`config.mk`:
```
export PLATFORM = sky130hd
export DESIGN_NAME = ams_muldiv
export DESIGN_NICKNAME = d
export VERILOG_FILES = /design/src/design/ams_pkg.sv /design/src/design/ams_muldiv.sv
export SDC_FILE = /design/constraint.sdc
export NUM_CORES = 1
export LEC_CHECK = 0
export BUFFER_PORTS_ARGS = -buffer_cell sky130_fd_sc_hd__buf_4
export CORE_MARGIN = 2
export CORE_UTILIZATION = 40
export CTS_CLUSTER_DIAMETER = 40
export DETAILED_ROUTE_END_ITERATION = 12
export RECOVER_POWER = 100
export SYNTH_ARGS = -nofsm -noshare
export SYNTH_HDL_FRONTEND = slang
export SYNTH_SLANG_ARGS = --single-unit
```
`constraint.sdc`:
```
create_clock -name clk -period 2.8 [get_ports clk]
set_input_delay 0.14 -clock clk [delete_from_list [all_inputs] [get_ports clk]]
set_output_delay 0.14 -clock clk [all_outputs]
set_load 0.005 [all_outputs]
```
`src/design/ams_pkg.sv`:
```
// Package: widths, opcodes, commands, status codes and sequencer states.
`default_nettype none
package ams_pkg;
	localparam int MemoryWords = 100;
	localparam int StackDepth  = 30;
	localparam int AccBits     = 32;
	localparam int MemAw       = $clog2(MemoryWords);
	localparam int SpW         = $clog2(StackDepth + 1);
	localparam int StkAw       = $clog2(StackDepth);
	localparam int CntW        = $clog2(AccBits + 1);

	typedef enum logic [1:0] {
		CMD_CLEAR = 2'd0,
		CMD_WRITE = 2'd1,
		CMD_START = 2'd2,
		CMD_STEP  = 2'd3
	} cmd_t;

	typedef enum logic [2:0] {
		ST_OK     = 3'd0,
		ST_HALTED = 3'd1,
		ST_OVER   = 3'd2,
		ST_EMPTY  = 3'd3,
		ST_DIVZ   = 3'd4,
		ST_STOP   = 3'd5
	} status_t;

	localparam logic [7:0] OP_PRINT = 8'h11;
	localparam logic [7:0] OP_LOAD  = 8'h20;
	localparam logic [7:0] OP_STORE = 8'h21;
	localparam logic [7:0] OP_SET   = 8'h22;
	localparam logic [7:0] OP_ADD   = 8'h30;
	localparam logic [7:0] OP_SUB   = 8'h31;
	localparam logic [7:0] OP_MUL   = 8'h32;
	localparam logic [7:0] OP_DIV   = 8'h33;
	localparam logic [7:0] OP_MOD   = 8'h34;
	localparam logic [7:0] OP_INC   = 8'h35;
	localparam logic [7:0] OP_DEC   = 8'h36;
	localparam logic [7:0] OP_NEG   = 8'h37;
	localparam logic [7:0] OP_JMP   = 8'h40;
	localparam logic [7:0] OP_JNEG  = 8'h41;
	localparam logic [7:0] OP_JZERO = 8'h42;
	localparam logic [7:0] OP_HALT  = 8'h43;
	localparam logic [7:0] OP_AND   = 8'h50;
	localparam logic [7:0] OP_OR    = 8'h51;
	localparam logic [7:0] OP_XOR   = 8'h52;
	localparam logic [7:0] OP_PUSH  = 8'h60;
	localparam logic [7:0] OP_POP   = 8'h61;
	localparam logic [7:0] OP_CPA   = 8'h62;
	localparam logic [7:0] OP_CPB   = 8'h63;
	localparam logic [7:0] OP_CPC   = 8'h64;
	localparam logic [7:0] OP_CPD   = 8'h65;

	typedef enum logic [3:0] {
		S_IDLE, S_CLEAR, S_FETCH, S_DEC, S_OPRD, S_EXEC,
		S_MUL, S_DIV, S_FIN, S_POP, S_OUT
	} state_t;

	// Request to and answer from the iterative mul/div unit
	typedef struct packed {
		logic start;
		logic is_div;
		logic [AccBits-1:0] a;
		logic [AccBits-1:0] b;
	} md_req_t;

	typedef struct packed {
		logic done;
		logic [AccBits-1:0] prod;
		logic [AccBits-1:0] quot;
		logic [AccBits-1:0] rem;
	} md_rsp_t;

	typedef struct packed {
		logic [2:0]  status;
		logic        running;
		logic        print_valid;
		logic [15:0] print_value;
		logic [31:0] accumulator;
		logic [31:0] instruction_count;
		logic [7:0]  byte_reg_a;
		logic [7:0]  byte_reg_b;
		logic [7:0]  byte_reg_c;
		logic [7:0]  byte_reg_d;
	} result_t;

	typedef struct packed {
		logic [1:0]  command;
		logic [6:0]  address;
		logic [15:0] word;
	} item_t;
endpackage
`default_nettype wire

```
`src/design/ams_muldiv.sv`:
```
// Shared iterative unit: shift-add multiply and restoring unsigned divide.
`default_nettype none
module ams_muldiv (
	input  wire logic             clk,
	input  wire logic             arst_n,
	input  wire ams_pkg::md_req_t req,
	output ams_pkg::md_rsp_t      rsp
);
	import ams_pkg::*;

	logic [AccBits-1:0] a_q, b_q, acc_q, rem_q;
	logic [CntW-1:0]    cnt_q;
	logic               busy_q, div_q, done_q;
	logic [AccBits:0]   trial;
	logic [AccBits-1:0] rsh;

	// one bit per cycle: remainder shift and trial subtraction for divide
	assign rsh   = {rem_q[AccBits-2:0], a_q[AccBits-1]};
	assign trial = {1'b0, rsh} - {1'b0, b_q};

	always_ff @(posedge clk or negedge arst_n) begin
		if (!arst_n) begin
			busy_q <= 1'b0;
			done_q <= 1'b0;
			cnt_q  <= '0;
		end else begin
			done_q <= 1'b0;
			if (req.start) begin
				busy_q <= 1'b1;
				cnt_q  <= CntW'(AccBits);
			end else if (busy_q) begin
				cnt_q <= cnt_q - 1'b1;
				if (cnt_q == CntW'(1)) begin
					busy_q <= 1'b0;
					done_q <= 1'b1;
				end
			end
		end
	end

	always_ff @(posedge clk) begin
		if (req.start) begin
			a_q   <= req.a;
			b_q   <= req.b;
			div_q <= req.is_div;
			acc_q <= '0;
			rem_q <= '0;
		end else if (busy_q) begin
			if (div_q) begin
				a_q <= {a_q[AccBits-2:0], ~trial[AccBits]};
				rem_q <= trial[AccBits] ? rsh : trial[AccBits-1:0];
			end else begin
				if (b_q[0]) acc_q <= acc_q + a_q;
				a_q <= {a_q[AccBits-2:0], 1'b0};
				b_q <= {1'b0, b_q[AccBits-1:1]};
			end
		end
	end

	assign rsp.done = done_q;
	assign rsp.prod = acc_q;
	assign rsp.quot = a_q;
	assign rsp.rem  = rem_q;
endmodule
`default_nettype wire

```
==> impl.org <==
** Die
- Die boundary height :: 153 um
- Die area :: 23,400 um2
- Io pins :: 165
- The initial utilization of the core area, before any placement, comes to 0.407.
- Standard-cell rows :: 54
- Horizontal extent of the die :: 153 um
- Total core area :: 21,800 um2

** STA
- Final worst-path cycle share :: 0.986
- For the pin with the worst max-slew slack, the measured transition is 0.767 ns.
- Headroom to the max-slew limit :: 0.488
- RSZ-0062 raised after global routing :: yes
- In the final timing run, aggregate negative setup slack is 0 ns.
- The number of pins with negative max-slew slack in the final report was 0.
- Max Fclk :: 0.362 GHz
- Fin Hold WS :: 0.0137 ns
- Setup slack on the critical path of the routed design comes to 0.0401 ns.
- Across the routed clock network, the largest skew measured is 0.0100 ns.
- The final count of hold timing violations came to 0.
- Time the final worst path needs with I/O delays and setup :: 2.76 ns
- Final count of negative-setup-slack endpoints :: 0

** Synth
- In this run, distinct cell masters in the synthesized netlist total 65.
- The mapped netlist covers 8870 um2.
- Ys Warns :: 0
- Synthesis inferred 137 register bits.
- The largest total area in the synthesized netlist belongs to edfxtp_1.
- Mean instance size in the synthesized netlist :: 8.93 um2
- Ranked by total cell area, the synthesized netlist is headed by edfxtp_1 22%, dfxtp_1 14%, ha_1 9.2%.
- The synthesized design contains 65 enable-type register cells.
- The number of nets handed over by synthesis was 1,129.
- Of all flip-flops after synthesis, the portion carrying an async set or reset was 0.0584.
- In the synthesized netlist the dominant register cell turns out to be edfxtp_1.
- Synthesized netlist cell count :: 994
- The share of synthesized area in the top cell type comes to 0.220.
- The share of the Yosys chip area taken by registers is 0.387.

** Clocking
- Counting along the longest clock path gives a buffer depth of 2.
- CTS tree :: yes
- In this run the number of H-tree levels came out at 4.
- After clock tree synthesis, the clock-pin slew on the worst setup and hold paths is 0.06 ns.
- Clock latency on the worst-skew pair, taken at its later pin, is 0.43 ns.
- CTS sink cnt :: 137
- TritonCTS created 17 clock buffers.
- Root buffer cell :: clkbuf_16

** Detailed routing
- The pre-antenna-repair detailed-routing pass consisted of 6 iterations.
- Once detail routing completed, the nets flagged for antenna violations numbered 0.
- Wirelength per Cell :: 16.0 um
- Via count normalized by instance count :: 5.23
- # DRC :: 0
- Drt initial violations :: 404
- Total number of vias :: 8,284
- For this block, the routed nets add up to 25.3 mm of wire.

** Job
- The tool flagged a number of max-cap violations equal to 0.

** Min path
- The path class of the tightest hold or removal check is input port to flop.

** Setup path
- Dominant delay contributor by cell family on the critical path :: compound AO/OA/AOI/OAI gates
- Startpoint Class :: flop
- The largest single stage delay on the critical path is 0.38 ns.
- The worst setup path is captured at a flop.
- Max Fanout on Critical Path :: 6
- The slowest stage of the critical path is the edfxtp_1 cell.
- WP data arrival :: 3.06 ns
- Required @ worst endpoint :: 3.10 ns
- CP Buf/Inv Count :: 5
- The critical path is of the flop to flop type.
- The critical path goes through inv_2, ha_4, buf_6, a21oi_4, o21ai_4, a2111oi_4, buf_4, o221ai_4, a31oi_4, o31ai_4, buf_12, clkbuf_16, o211ai_1, a21oi_1.

** Finish
- Number of diodes :: 0
- Leading cell types in the layout, fill and taps excluded :: 274 x buf_4, 123 x nand2_1, 85 x a21oi_1, 75 x o21ai_0, 65 x edfxtp_1
- The final layout contains 1,426 nets.
- Share of post-route cells with drive strength above 1 :: 0.331
- Most common cell after layout, fill and taps aside :: buf_4
- Fill cell instance count of the final layout :: 1,964
- Compared with the post-synthesis result, the final layout area differs by 44.1%.

** Global routing
- Congestion Overflow GR :: 0
- In the global route stage, overall resource usage came out at 0.211.
- The via count of the first global-routing pass came to 8,145.
- First-pass GRT wire length :: 40.3 mm
- Number of antenna violations at the first check in global routing :: 0
- Entering global routing, the biggest net connects 47 pins.

** Power and ir drop
- Cell area power density :: 720 nW/um2
- Leakage power :: 0.00575 uW
- Worst vdd ir :: 0.355 mV

** Status
- Status :: complete, no violations

** Placed design
- OpenSTA, run right after detailed placement, puts the worst setup slack at -0.165 ns.
- Port buffering added 164 buffers.
- Summed over all nets, the half-perimeter wirelength after detailed placement is 17.8 mm.
- The congestion estimate from routability-driven global placement came to 0.867.
## path summary, 6_finish.rpt
check / from / to / slack, ns / cells past startpoint
worst max register to register: b_q[11] / rem_q[1] / 0.04 / 14
worst min register to register: acc_q[21] / acc_q[21] / 0.47 / 2
max in group asynchronous: arst_n / cnt_q[3] / 2.29 / 2
worst min-delay path: req[56] / a_q[24] / 0.01 / 2
worst max-delay path: b_q[11] / rem_q[1] / 0.04 / 14
min in group asynchronous: arst_n / done_q / 0.19 / 2
## Yosys cell counts (all sizes together), types with 7 or more instances
| cell | n |
|---|---|
| nand2 | 133 |
| a21oi | 90 |
| o21ai | 82 |
| edfxtp | 65 |
| ha | 65 |
| dfxtp | 64 |
| inv | 56 |
| nor2 | 52 |
| clkbuf | 39 |
| a21o | 35 |
| mux2 | 33 |
| xnor2 | 28 |
| a31oi | 24 |
| nand3 | 22 |
| xor2 | 22 |
| buf | 14 |
| mux2i | 13 |
| o21bai | 13 |
| nand4 | 12 |
| nor3 | 10 |
| a211oi | 9 |
| dfrtp | 8 |
| o31ai | 8 |
| and2 | 7 |
## report_power, final
group          switching (uW)  internal [uW]
Clock                     917           1360
Combinational            2060           2140
Sequential                274           2450
## registers in the layout, indices dropped and copies added, names as in the netlist
name	flops
acc_q	32
b_q	32
cnt_q	6
done_q	1
div_q	1
a_q	32
busy_q	1
rem_q	32
## repair_timing
item	CTS	global route
endpoints found under the setup margin	40	44
pin swaps	16	53
gates resized for setup	42	58
gates cloned	0	2
setup buffers	6	16
hold endpoints to repair	47	0
hold buffers	40	0
## per-layer routing
layer	vias to the layer above	wire [um]	track usage
met4	0	384	0.0604
li1	4206	-	-
met2	154	12600	0.368
met5	-	0	0
met3	27	809	0.0312
met1	3897	11600	0.272
## through the flow
| step | total power [uW] | cells | cell area (um2) | utilization |
|---|---|---|---|---|
| 3_5_place_dp | 6320 | 1491 | 11100 | 0.508 |
| 4_1_cts | 8880 | 1569 | 12400 | 0.567 |
| 2_1_floorplan | 4940 | 994 | 8910 | - |
| 6_report | 9200 | 1584 | 12800 | 0.586 |
| 5_1_grt | 9780 | 1584 | 12800 | 0.586 |
| 3_3_place_gp | 6290 | 1491 | 11100 | 0.508 |
## kinds of logic (layout without fill, tap and decap cells)
kind of cell | count (synthesis) | count (layout) | share of synthesized area
AOI/OAI and AO/OA | 310 | 310 | 0.220
xor gates and xnor gates | 50 | 50 | 0.0493
adders and majority gates | 67 | 67 | 0.0962
buffers and inverters | 109 | 419 | 0.0495
DFF | 137 | 137 | 0.387
muxes | 46 | 46 | 0.0565
and+or+nand+nor | 275 | 275 | 0.141
## area by class of cell
cell class,instances,area [um2],share of cell area
Clock inverter,11,121,0.00949
Timing Repair Buffer,331,2690,0.211
Clock buffer,21,462,0.0361
Multi-Input combinational cell,748,5520,0.431
Tap cell,280,350,0.0274
Inverter,56,210,0.0164
Sequential cell,137,3430,0.269
Note: power is estimated with default switching activity, not from simulation.
